--- config.mk ---
export PLATFORM = sky130hd
export DESIGN_NAME = strip_fan_index_assembler_core
export DESIGN_NICKNAME = d
export VERILOG_FILES = /design/src/rtl/sfia_pkg.sv /design/src/rtl/sfia_decode.sv /design/src/rtl/sfia_queue.sv /design/src/rtl/sfia_serial.sv /design/src/rtl/strip_fan_index_assembler_core.sv
export VERILOG_INCLUDE_DIRS = /design/src /design/src/rtl
export SDC_FILE = /design/constraint.sdc
export NUM_CORES = 2
export LEC_CHECK = 0
export BUFFER_PORTS_ARGS = -buffer_cell sky130_fd_sc_hd__buf_2
export CORE_ASPECT_RATIO = 1.5
export CORE_MARGIN = 3
export CORE_UTILIZATION = 45
export DETAILED_ROUTE_END_ITERATION = 10
export GPL_TIMING_DRIVEN = 0
export SKIP_CTS_REPAIR_TIMING = 1
export SLEW_MARGIN = 40
export SYNTH_ARGS = -nofsm -noshare
export SYNTH_HDL_FRONTEND = slang
export SYNTH_SLANG_ARGS = --single-unit
--- constraint.sdc ---
create_clock -name clk -period 8.3 [get_ports clk]
set_clock_uncertainty 0.15 [all_clocks]
set_input_delay 0.415 -clock clk [delete_from_list [all_inputs] [get_ports clk]]
set_output_delay 0.415 -clock clk [all_outputs]
set_load 0.05 [all_outputs]
--- src/rtl/strip_fan_index_assembler_core_defines.svh ---
// Assertion macros shared by the strip/fan index assembler.
// Simulation builds get the checks; synthesis builds define SYNTH and get empty bodies.
`ifndef STRIP_FAN_INDEX_ASSEMBLER_CORE_DEFINES_SVH
`define STRIP_FAN_INDEX_ASSEMBLER_CORE_DEFINES_SVH

`ifndef SYNTH

// The consequent must hold in the same cycle as the antecedent.
`define SFIA_ASSERT_NOW(lbl, clk, rst, ante, cons) \
  lbl: assert property (@(posedge clk) disable iff (rst) (ante) |-> (cons)) \
    else $error("sfia assertion failed");

// The consequent must hold in the cycle after the antecedent.
`define SFIA_ASSERT_NEXT(lbl, clk, rst, ante, cons) \
  lbl: assert property (@(posedge clk) disable iff (rst) (ante) |=> (cons)) \
    else $error("sfia assertion failed");

`else

`define SFIA_ASSERT_NOW(lbl, clk, rst, ante, cons)
`define SFIA_ASSERT_NEXT(lbl, clk, rst, ante, cons)

`endif

`endif

--- src/rtl/sfia_pkg.sv ---
package sfia_pkg;

  // Field widths.
  localparam int WordW  = 16;
  localparam int ScaleW = 17;
  localparam int SlotW  = 13;
  localparam int RefW   = 15;
  localparam int TexW   = 32;
  localparam int CountW = 15;
  localparam int VertW  = 14;

  // Default vertex limit and the span of the slot field.
  localparam int MaxVertsDefault = 8192;
  localparam int SlotSpan        = 8192;

  // Scale value that means one in unsigned Q1.16.
  localparam logic [ScaleW-1:0] ScaleOne = 17'h10000;

  // Last word slot of a vertex and run-start vertices that give a single index.
  localparam logic [1:0]        LastWordSlot  = 2'd3;
  localparam logic [CountW-1:0] FirstSingles  = 15'd3;
  localparam logic [CountW-1:0] RunCountMax   = 15'h7FFF;

  // Record queue depth.
  localparam int QueueDepth = 4;
  localparam int QueuePtrW  = $clog2(QueueDepth);

  // Configuration register indexes.
  localparam logic CfgUScale = 1'b0;
  localparam logic CfgVScale = 1'b1;

  // One queued record: a completed vertex with its one or three indices,
  // or the list terminator.
  typedef struct packed {
    logic                    three;
    logic [SlotW-1:0]        idx0;
    logic [SlotW-1:0]        idx1;
    logic [SlotW-1:0]        idx2;
    logic [SlotW-1:0]        slot;
    logic [RefW-1:0]         pos;
    logic [RefW-1:0]         nrm;
    logic signed [TexW-1:0]  tex_u;
    logic signed [TexW-1:0]  tex_v;
    logic                    list_end;
    logic [CountW-1:0]       total_first;
    logic                    overflow;
  } rec_t;

endpackage

--- src/rtl/sfia_decode.sv ---
module sfia_decode #(
  parameter int MAX_VERTS = sfia_pkg::MaxVertsDefault
) (
  input  logic                             clk,
  input  logic                             rst,
  input  logic                             cfg_we,
  input  logic                             cfg_index,
  input  logic [sfia_pkg::ScaleW-1:0]      cfg_data,
  input  logic                             accept,
  input  logic signed [sfia_pkg::WordW-1:0] word,
  output logic                             push,
  output sfia_pkg::rec_t                   rec
);

  localparam int VertLimitI = (MAX_VERTS < sfia_pkg::SlotSpan) ? MAX_VERTS
                                                               : sfia_pkg::SlotSpan;
  localparam logic [sfia_pkg::VertW-1:0] VertLimit = sfia_pkg::VertW'(VertLimitI);

  // Scale registers, saturated to one on write.
  logic [sfia_pkg::ScaleW-1:0] u_scale;
  logic [sfia_pkg::ScaleW-1:0] v_scale;
  logic [sfia_pkg::ScaleW-1:0] cfg_sat;

  assign cfg_sat = (cfg_data > sfia_pkg::ScaleOne) ? sfia_pkg::ScaleOne : cfg_data;

  always_ff @(posedge clk) begin
    if (rst) begin
      u_scale <= sfia_pkg::ScaleOne;
      v_scale <= sfia_pkg::ScaleOne;
    end else if (cfg_we) begin
      unique case (cfg_index)
        sfia_pkg::CfgUScale: u_scale <= cfg_sat;
        sfia_pkg::CfgVScale: v_scale <= cfg_sat;
        default: ;
      endcase
    end
  end

  // Parser state.
  logic                         in_run, in_run_next;
  logic                         is_strip, is_strip_next;
  logic [sfia_pkg::CountW-1:0]  run_left, run_left_next;
  logic [sfia_pkg::CountW-1:0]  vertex_in_run, vertex_in_run_next;
  logic [1:0]                   word_slot, word_slot_next;
  logic [sfia_pkg::SlotW-1:0]   run_start_slot, run_start_slot_next;
  logic [sfia_pkg::VertW-1:0]   vertex_count, vertex_count_next;
  logic [sfia_pkg::CountW-1:0]  index_count, index_count_next;
  logic                         dropped, dropped_next;

  // First three words of the vertex being read.
  logic [sfia_pkg::RefW-1:0]    held_pos;
  logic [sfia_pkg::RefW-1:0]    held_nrm;
  logic signed [sfia_pkg::WordW-1:0] held_s;

  // Texture products: signed word times unsigned scale, low 32 bits kept.
  logic signed [33:0] prod_u;
  logic signed [33:0] prod_v;

  assign prod_u = held_s * $signed({1'b0, u_scale});
  assign prod_v = word * $signed({1'b0, v_scale});

  logic [sfia_pkg::WordW-1:0]   mag;
  logic [sfia_pkg::CountW-1:0]  vir_inc;
  logic [sfia_pkg::SlotW-1:0]   n;

  assign mag     = word[15] ? (~word + 16'd1) : word;
  assign vir_inc = (vertex_in_run < sfia_pkg::RunCountMax) ? vertex_in_run + 15'd1
                                                           : vertex_in_run;
  assign n       = vertex_count[sfia_pkg::SlotW-1:0];

  // Next state and record for the accepted word.
  always_comb begin
    in_run_next         = in_run;
    is_strip_next       = is_strip;
    run_left_next       = run_left;
    vertex_in_run_next  = vertex_in_run;
    word_slot_next      = word_slot;
    run_start_slot_next = run_start_slot;
    vertex_count_next   = vertex_count;
    index_count_next    = index_count;
    dropped_next        = dropped;
    push                = 1'b0;
    rec                 = '0;

    if (accept) begin
      if (!in_run) begin
        if (word == '0) begin
          // Terminator closes the list.
          push                = 1'b1;
          rec.list_end        = 1'b1;
          rec.total_first     = index_count;
          rec.overflow        = dropped;
          vertex_count_next   = '0;
          index_count_next    = '0;
          run_start_slot_next = '0;
          dropped_next        = 1'b0;
        end else begin
          // Header opens a strip or fan run.
          is_strip_next       = !word[15];
          run_left_next       = (mag == 16'h8000) ? sfia_pkg::RunCountMax : mag[14:0];
          vertex_in_run_next  = '0;
          word_slot_next      = '0;
          run_start_slot_next = n;
          in_run_next         = 1'b1;
        end
      end else if (word_slot != sfia_pkg::LastWordSlot) begin
        word_slot_next = word_slot + 2'd1;
      end else begin
        // Fourth word completes the vertex.
        word_slot_next     = '0;
        run_left_next      = (run_left != '0) ? run_left - 15'd1 : '0;
        in_run_next        = (run_left_next != '0);
        vertex_in_run_next = vir_inc;
        if (vertex_count >= VertLimit) begin
          dropped_next = 1'b1;
        end else begin
          push         = 1'b1;
          rec.slot     = n;
          rec.pos      = held_pos;
          rec.nrm      = held_nrm;
          rec.tex_u    = prod_u[31:0];
          rec.tex_v    = prod_v[31:0];
          rec.overflow = dropped;
          rec.total_first = index_count + 15'd1;
          rec.idx2     = n;
          if (vertex_in_run < sfia_pkg::FirstSingles) begin
            rec.three        = 1'b0;
            rec.idx0         = n;
            index_count_next = index_count + 15'd1;
          end else begin
            rec.three        = 1'b1;
            index_count_next = index_count + 15'd3;
            if (!is_strip) begin
              rec.idx0 = run_start_slot;
              rec.idx1 = n - 13'd1;
            end else if (!vertex_in_run[0]) begin
              rec.idx0 = n - 13'd2;
              rec.idx1 = n - 13'd1;
            end else begin
              rec.idx0 = n - 13'd1;
              rec.idx1 = n - 13'd2;
            end
          end
          vertex_count_next = vertex_count + 14'd1;
        end
      end
    end
  end

  // Control state registers.
  always_ff @(posedge clk) begin
    if (rst) begin
      in_run         <= 1'b0;
      is_strip       <= 1'b0;
      run_left       <= '0;
      vertex_in_run  <= '0;
      word_slot      <= '0;
      run_start_slot <= '0;
      vertex_count   <= '0;
      index_count    <= '0;
      dropped        <= 1'b0;
    end else begin
      in_run         <= in_run_next;
      is_strip       <= is_strip_next;
      run_left       <= run_left_next;
      vertex_in_run  <= vertex_in_run_next;
      word_slot      <= word_slot_next;
      run_start_slot <= run_start_slot_next;
      vertex_count   <= vertex_count_next;
      index_count    <= index_count_next;
      dropped        <= dropped_next;
    end
  end

  // Vertex words are held until the fourth word arrives.
  always_ff @(posedge clk) begin
    if (accept && in_run) begin
      case (word_slot)
        2'd0:    held_pos <= word[14:0];
        2'd1:    held_nrm <= word[14:0];
        2'd2:    held_s   <= word;
        default: ;
      endcase
    end
  end

endmodule

--- src/rtl/sfia_queue.sv ---
module sfia_queue (
  input  logic                             clk,
  input  logic                             rst,
  input  logic                             push,
  input  sfia_pkg::rec_t                   push_rec,
  input  logic                             pop,
  output sfia_pkg::rec_t                   head,
  output logic                             head_valid,
  output logic                             full,
  output logic [sfia_pkg::QueuePtrW:0]     count
);

  sfia_pkg::rec_t                  entries [sfia_pkg::QueueDepth];
  logic [sfia_pkg::QueuePtrW-1:0]  wr_ptr;
  logic [sfia_pkg::QueuePtrW-1:0]  rd_ptr;

  assign head       = entries[rd_ptr];
  assign head_valid = (count != '0);
  assign full       = (count == (sfia_pkg::QueuePtrW+1)'(sfia_pkg::QueueDepth));

  // Pointers and fill count.
  always_ff @(posedge clk) begin
    if (rst) begin
      wr_ptr <= '0;
      rd_ptr <= '0;
      count  <= '0;
    end else begin
      if (push) begin
        wr_ptr <= wr_ptr + 1'b1;
      end
      if (pop) begin
        rd_ptr <= rd_ptr + 1'b1;
      end
      case ({push, pop})
        2'b10:   count <= count + 1'b1;
        2'b01:   count <= count - 1'b1;
        default: ;
      endcase
    end
  end

  // Record storage.
  always_ff @(posedge clk) begin
    if (push) begin
      entries[wr_ptr] <= push_rec;
    end
  end

endmodule

--- src/rtl/sfia_serial.sv ---
module sfia_serial (
  input  logic                              clk,
  input  logic                              rst,
  input  sfia_pkg::rec_t                    head,
  input  logic                              head_valid,
  output logic                              pop,
  output logic                              out_valid,
  input  logic                              out_stall,
  output logic [sfia_pkg::SlotW-1:0]        tri_index,
  output logic [sfia_pkg::SlotW-1:0]        vertex_slot,
  output logic [sfia_pkg::RefW-1:0]         position_ref,
  output logic [sfia_pkg::RefW-1:0]         normal_ref,
  output logic signed [sfia_pkg::TexW-1:0]  tex_u,
  output logic signed [sfia_pkg::TexW-1:0]  tex_v,
  output logic                              last,
  output logic                              list_end,
  output logic [sfia_pkg::CountW-1:0]       index_total,
  output logic                              overflow
);

  // Index of the next result within the head record.
  logic [1:0]                  k;
  logic                        load;
  logic                        last_sel;
  logic [sfia_pkg::SlotW-1:0]  idx_sel;

  assign load     = head_valid && (!out_valid || !out_stall);
  assign last_sel = !head.three || (k == 2'd2);
  assign pop      = load && last_sel;

  always_comb begin
    case (k)
      2'd0:    idx_sel = head.idx0;
      2'd1:    idx_sel = head.idx1;
      default: idx_sel = head.idx2;
    endcase
  end

  // Result counter and output valid.
  always_ff @(posedge clk) begin
    if (rst) begin
      k         <= '0;
      out_valid <= 1'b0;
    end else begin
      if (!out_valid || !out_stall) begin
        out_valid <= head_valid;
      end
      if (load) begin
        k <= last_sel ? 2'd0 : k + 2'd1;
      end
    end
  end

  // Output payload register.
  always_ff @(posedge clk) begin
    if (load) begin
      tri_index    <= idx_sel;
      vertex_slot  <= head.slot;
      position_ref <= head.pos;
      normal_ref   <= head.nrm;
      tex_u        <= head.tex_u;
      tex_v        <= head.tex_v;
      last         <= last_sel;
      list_end     <= head.list_end;
      index_total  <= head.total_first + sfia_pkg::CountW'(k);
      overflow     <= head.overflow;
    end
  end

endmodule

--- src/rtl/strip_fan_index_assembler_core.sv ---
// Strip/fan index assembler.
// Input channel (in_valid, in_stall, word) takes one signed command word per
// transfer: a run header (positive count for a strip, negative for a fan), four
// words per vertex, or a zero terminator that closes the list.
// Output channel (out_valid, out_stall and the result fields) gives one index
// per transfer with its vertex record; a stored vertex gives one or three
// results (none past MAX_VERTS), the terminator one result with list_end set.
// Configuration port (cfg_we, cfg_index, cfg_data) writes the u and v scale
// registers; write them only while the block is idle.
// The first result of a word is written into the record queue on transfer and
// then loaded into the output register behind any earlier results.
// Throughput: one word per cycle in while in_stall is low and one result per
// cycle out while out_stall is low; a four-entry record queue between the parser
// and the output register absorbs the three results of a vertex, so in_stall
// rises only when that queue is full. A stalled receiver holds the output
// register; words keep flowing until the queue fills. Reset clears the parser,
// the queue and the output valid, and sets both scales to one.
`include "strip_fan_index_assembler_core_defines.svh"

module strip_fan_index_assembler_core #(
  parameter int MAX_VERTS = sfia_pkg::MaxVertsDefault
) (
  input  logic                              clk,
  input  logic                              rst,
  input  logic                              cfg_we,
  input  logic                              cfg_index,
  input  logic [sfia_pkg::ScaleW-1:0]       cfg_data,
  input  logic                              in_valid,
  output logic                              in_stall,
  input  logic signed [sfia_pkg::WordW-1:0] word,
  output logic                              out_valid,
  input  logic                              out_stall,
  output logic [sfia_pkg::SlotW-1:0]        tri_index,
  output logic [sfia_pkg::SlotW-1:0]        vertex_slot,
  output logic [sfia_pkg::RefW-1:0]         position_ref,
  output logic [sfia_pkg::RefW-1:0]         normal_ref,
  output logic signed [sfia_pkg::TexW-1:0]  tex_u,
  output logic signed [sfia_pkg::TexW-1:0]  tex_v,
  output logic                              last,
  output logic                              list_end,
  output logic [sfia_pkg::CountW-1:0]       index_total,
  output logic                              overflow
);

  logic                            accept;
  logic                            push;
  sfia_pkg::rec_t                  push_rec;
  logic                            pop;
  sfia_pkg::rec_t                  head;
  logic                            head_valid;
  logic                            full;
  logic [sfia_pkg::QueuePtrW:0]    q_count;

  assign in_stall = full;
  assign accept   = in_valid && !in_stall;

  // Word parser and vertex record builder.
  sfia_decode #(
    .MAX_VERTS(MAX_VERTS)
  ) u_decode (
    .clk      (clk),
    .rst      (rst),
    .cfg_we   (cfg_we),
    .cfg_index(cfg_index),
    .cfg_data (cfg_data),
    .accept   (accept),
    .word     (word),
    .push     (push),
    .rec      (push_rec)
  );

  // Record queue.
  sfia_queue u_queue (
    .clk       (clk),
    .rst       (rst),
    .push      (push),
    .push_rec  (push_rec),
    .pop       (pop),
    .head      (head),
    .head_valid(head_valid),
    .full      (full),
    .count     (q_count)
  );

  // Index serializer and output register.
  sfia_serial u_serial (
    .clk         (clk),
    .rst         (rst),
    .head        (head),
    .head_valid  (head_valid),
    .pop         (pop),
    .out_valid   (out_valid),
    .out_stall   (out_stall),
    .tri_index   (tri_index),
    .vertex_slot (vertex_slot),
    .position_ref(position_ref),
    .normal_ref  (normal_ref),
    .tex_u       (tex_u),
    .tex_v       (tex_v),
    .last        (last),
    .list_end    (list_end),
    .index_total (index_total),
    .overflow    (overflow)
  );

  // The queue never holds more records than it has entries.
  `SFIA_ASSERT_NOW(a_queue_bound, clk, rst, 1'b1, q_count <= 3'(sfia_pkg::QueueDepth))

  // A terminator result is always the final result of its word.
  `SFIA_ASSERT_NOW(a_end_is_last, clk, rst, out_valid && list_end, last)

  // The remaining indices of a vertex follow without a gap.
  `SFIA_ASSERT_NEXT(a_tri_follows, clk, rst, out_valid && !out_stall && !last, out_valid)

endmodule
# Word-level counts from Yosys, hierarchy flattened
# Memory sizes are Yosys's and may differ from the RTL's. A register that Yosys moved wholly into a read port is not among the register bits.
# Cells that the tools add are included.
# Widths: inputs -> output; s select.
[op_classes]
magnitude_cmp = 4
bitwise_logic = 4
mul = 2
n_mux = 56
n_eq_ne = 14
reduce_logical = 31
add_sub_neg = 15
[ops]
columns = ["op", "count"]
rows = [
  ["$mux 147", 3],
  ["$mux 15", 14],
  ["$mux 164", 1],
  ["$mux 14", 5],
  ["$mul 16x18->32", 2],
  ["$mux 16", 4],
  ["$mux 26", 2],
  ["$mux 17", 2],
  ["$add 15x1->15 const B", 2],
  ["$reduce_bool 15->1", 2],
  ["$mux 13", 2],
  ["$pmux 13 s2", 1],
  ["$gt 17x17->1 const B", 1],
  ["$add 16x1->16 const B", 1],
  ["$eq 16x16->1 const B", 1],
  ["$logic_not 16->1", 1],
  ["$not 16->16", 1],
  ["$add 15x2->15", 1],
  ["$add 15x2->15 const B", 1],
  ["$lt 15x15->1 const B", 1],
  ["$lt 15x2->1 const B", 1],
  ["$mux 1", 15],
  ["$sub 15x1->15 const B", 1],
  ["$add 14x1->14 const B", 1],
  ["other kinds (23)", 60],
]
[totals]
regBits = 305
ram_bits = 656
n_memories = 1
out_inout_bits = 140
[memory_table]
columns = ["name", "depth", "width", "read_ports", "rd_clocked_by_memory_dff", "write_ports", "line", "text"]
rows = [
  ["u_queue.entries", 4, 164, 1, 1, 1, "sfia_queue.sv:13", "sfia_pkg::rec_t entries [sfia_pkg::QueueDepth];"],
]

# Logic depth before layout (Yosys ltp)
[logic_depth]
word_depth = 8
ltp_mapped = 24
mapped_depth_nobuf = 21

# Modules after synthesis
# From an unflattened synthesis, not the netlist that was laid out.
[unflattened]
hier_cells = 4429
hier_area_um2 = 56212.7
[by_module_without_submodules]
columns = ["mod", "cells_per_inst", "instances", "area_per_inst_um2", "seq_area_each_um2"]
rows = [
  ["sfia_decode", 3287, 1, 27277.4, 3603.5],
  ["sfia_queue", 899, 1, 24061.8, 19879.1],
  ["sfia_serial", 242, 1, 4859.7, 4204.0],
  ["strip_fan_index_assembler_core", 1, 1, 13.8, 0.0],
]

# Least setup slack after synthesis
# Ideal clock, no wire load.
[synth_timing]
path_kind = "input to register"
startpoint = "input port word[7] in the netlist's numbering"
endpoint = "memory u_queue.entries[0][45] in the netlist's numbering (data pin)"
path_slack_ns = 1.884
cell_stages = 24
setup_ns = 0.277
path_buffers = 3
t_arrival_ns = 5.989
t_required_ns = 7.873
cell_sequence = "clkbuf_1 buf_1 nand2_1 fa_1 inv_1 fa_1 inv_1 fa_1 inv_1 fa_1 fa_1 inv_1 fa_1 inv_1 ha_1 clkbuf_1 a21oi_1 o21ai_0 a221oi_1 o41ai_1 o31a_1 a31oi_1 xor2_1 nor2_1"
[synth_lines]
columns = ["item", "line", "text"]
rows = [
  ["start, declared", "strip_fan_index_assembler_core.sv:30", "input logic signed [sfia_pkg::WordW-1:0] word,"],
  ["end, declared", "sfia_queue.sv:13", ""],
]

==> impl_results.md <==
- Area occupied by multi-input gates: 25000 um2
- Area Overhead vs Synth: 12.0%
- Setup TNS: 0 ps
- Most used DFF post-synth: edfxtp_1
- Post-synthesis compound-gate area fraction: 5.22%
- Synth Net Count: 5048
- Vias per std cell: 5.43
- Crit path buf inv count: 9
- Detail Route Antenna Nets: 0
- Overall Global Routing Usage: 22.9%
- P_sw: 2.92 mW
- Fraction of layout cells with a size suffix above 1: 11.5%
- CTS tree: yes
- Seq pwr share: a little under half
- Tightest Pin Transition: ~850 ps
- Root buf cell: clkbuf_16
- Rows: 155
- # Max-Cap Violations: 0
- Register clock-pin slew on the reported worst setup and hold paths: around 70 ps
- Initial Utilization: a little under half
- Nature of the critical path endpoint: register
- Vias in the first global route: 35800
- Fillers: 10500
- Initial antenna violation count: 10
- Max Root-Sink Buffers: 3
- Most frequent cell after synthesis: edfxtp_1
- Worst-Skew Late Latency: approximately 700 ps
- CP Depth: 25
- Hpwl dp: approximately 110 mm
- Mux contribution to synthesized area: 6.35%
- RSZ-0062 raised after global routing: no
- Leak: 23.0 nW
- Placed cells: about 6100
- Post-synthesis adder-cell area fraction: between 20% and 30%
- Register bit count reported by yosys: 911
- Global-route wire length before repair: between 200 and 250 mm
- Hold/Removal Path Class: in -> reg
- H-Tree Level Count: 3
- Number of detailed-route iterations in the first pass: 6
- WS Path Type: in -> reg
- Sequential Area: 26100 um2
- PortBufs: 177
- Combinational Power Share: 16.9%
- Crit-path max cell delay: 600 ps
- Share of power burned in the clock network: 36.2%
- Final Wtd Congestion: 0.935
- # DRC: 0
- Utilization after layout: 50.7%
- Synth area leaders: edfxtp_1, fa_1, mux4_2
- Async SR Flop Fraction: 0%
- Detailed-route via count: 34300
- Worst Reg-to-Reg Cells: 23
- Seq/Total Area, Yosys: 48.4%
- Net Sw Frac: 27.4%
- Hold depth: 3
- Final Total Pwr: about 11 mW
- Post-synthesis xor/xnor area fraction: 1.92%
- Synth top area share: 43.9%
- CTS sink count: 911
- Pwr Density: about 180 nW/um2
- Internal power: 7.74 mW
- Total CTS buffers: 83
- Worst-path maximum fanout: 10
- Top post-synthesis cells by count: edfxtp_1, inv_1, nand2_1
- Fmax: 129 MHz
- Slowest cell on crit path: clkbuf_1
- Worst VDD drop: ~0.14 mV
- Yosys top cell by area: edfxtp_1
- Fin nets: roughly 5400
- I/O pins: between 150 and 200
- Worst Path Arrival: 8110 ps
- Die area: 124000 um2
- Worst Path Required: about 8700 ps
- Die Ht: 430 um
- Yosys warns: 0
- Finished Layout Cells: between 6000 and 7000
- Status: finished clean
- Core Area: 119000 um2
- Final hold viol count: 0
- Slew Limit Fails: 0
- Routed len/inst: 22.3 um
- Hold WS: 96.4 ps
- Critical Path Source Type: input port
- Simple-gate area share of the yosys netlist: 11.4%
- Worst slew margin: 43.6%
- Die W: just under 300 um
- CP delay by family, top: adder cells
- Synthesized area: 53900 um2
- GR Overflow Total: 0
- Post-synth EDFFs: a little under 800
- Final setup viols: 0
- Final min period: 7740 ps
- Largest family of logic cells by synthesized area: adder cells
- Most used cell, CP: fa_1
- Drt total wl: 140 mm
- Yosys cell types: slightly above 70
- Fin crit share: 93.2%
- Cells after Synth: 4340
- Avg Cell Area, Syn: ~12 um2
- Initial DRC count: 2443
- Largest net degree at the start of global routing: 65
-- through the flow --
stage	worst slack, ps	cell area (um2)
2_1_floorplan	1880	53900
3_3_place_gp	-2140	56800
3_5_place_dp	471	57300
4_1_cts	577	60100
5_1_grt	271	60400
6_report	564	60400
-- area by class of cell --
| class | instances | area share (%) |
|---|---|---|
| multi-input cells | 2664 | 41.3 |
| repair buffers | 233 | 2.77 |
| clock buffers | 99 | 3.57 |
| flip-flops and latches | 911 | 43.2 |
| well taps | 1570 | 3.25 |
| clock inverters | 56 | 0.984 |
| diodes | 4 | 0.0166 |
| plain buffers | 225 | 1.48 |
| inverters | 540 | 3.37 |
-- sequential cells by signal (all words and copies together) (netlist names), 16 cells and up, named ones only --
signal,cells
u_decode.held_s,16
u_decode.u_scale,17
u_decode.v_scale,17
u_queue.entries,604
u_serial.tex_u,32
u_serial.tex_v,32
-- final timing paths --
| path | slack, ps | endpoint | startpoint |
|---|---|---|---|
| max | 560 | u_queue.entries[0][44] | word[8] |
| min | 100 | u_queue.entries[1][1] | in_valid |
| max reg2reg | 650 | u_queue.entries[3][77] | u_decode.held_s[7] |
| min reg2reg | 310 | u_decode.dropped | u_decode.dropped |
-- power by group through the flow --
stage	registers, mW	logic [mW]	clock network, mW
after floorplan	5.15	1.21	0
after global placement	5.10	1.78	0
after detailed placement	5.10	1.79	0
after CTS	5.00	1.81	3.96
after global routing	5.00	2.02	4.13
final	5.00	1.81	3.86
-- kinds of logic (layout without fill, tap and decap cells) --
logic type,count (synthesis),after routing
and+or+nand+nor,1263,1263
DFF,911,911
buffers and inverters,765,1153
adders and majority gates,669,669
AOI/OAI and AO/OA,459,459
muxes,155,155
xor gates and xnor gates,118,118
other,0,4
-- placed cells by master, fill, tap and decap left out, drive strengths merged, types with 8 or more instances in the layout --
master / instances
edfxtp: 788
inv: 546
nand2: 464
fa: 418
and2: 308
clkbuf: 268
buf: 255
ha: 251
nor2: 208
a21oi: 175
mux4: 150
dfxtp: 123
o21ai: 95
nand3: 81
xor2: 65
xnor2: 53
nor3: 47
clkinv: 38
dlygate4sd3: 34
a22oi: 30
nand2b: 29
nand4: 29
and3: 24
a211oi: 23
a21o: 20
or3: 19
a31oi: 18
o31ai: 17
nor2b: 13
nor4: 12
o21a: 11
a221oi: 9
o22ai: 8
o21bai: 8
-- routing by layer --
| metal | up-vias | global-route usage, % | routed length (um) |
|---|---|---|---|
| li1 | 15500 | - | - |
| met1 | 17400 | 27.7 | 53300 |
| met2 | 1015 | 40.8 | 73000 |
| met3 | 327 | 2.64 | 6830 |
| met4 | 2 | 10.6 | 7340 |
| met5 | - | 0 | 7 |
-- worst min-delay path: stages --
cell     delay, ps
buf_2          110
nand2_1         90
nor2_1         120
(Power assumes the default switching activity.)
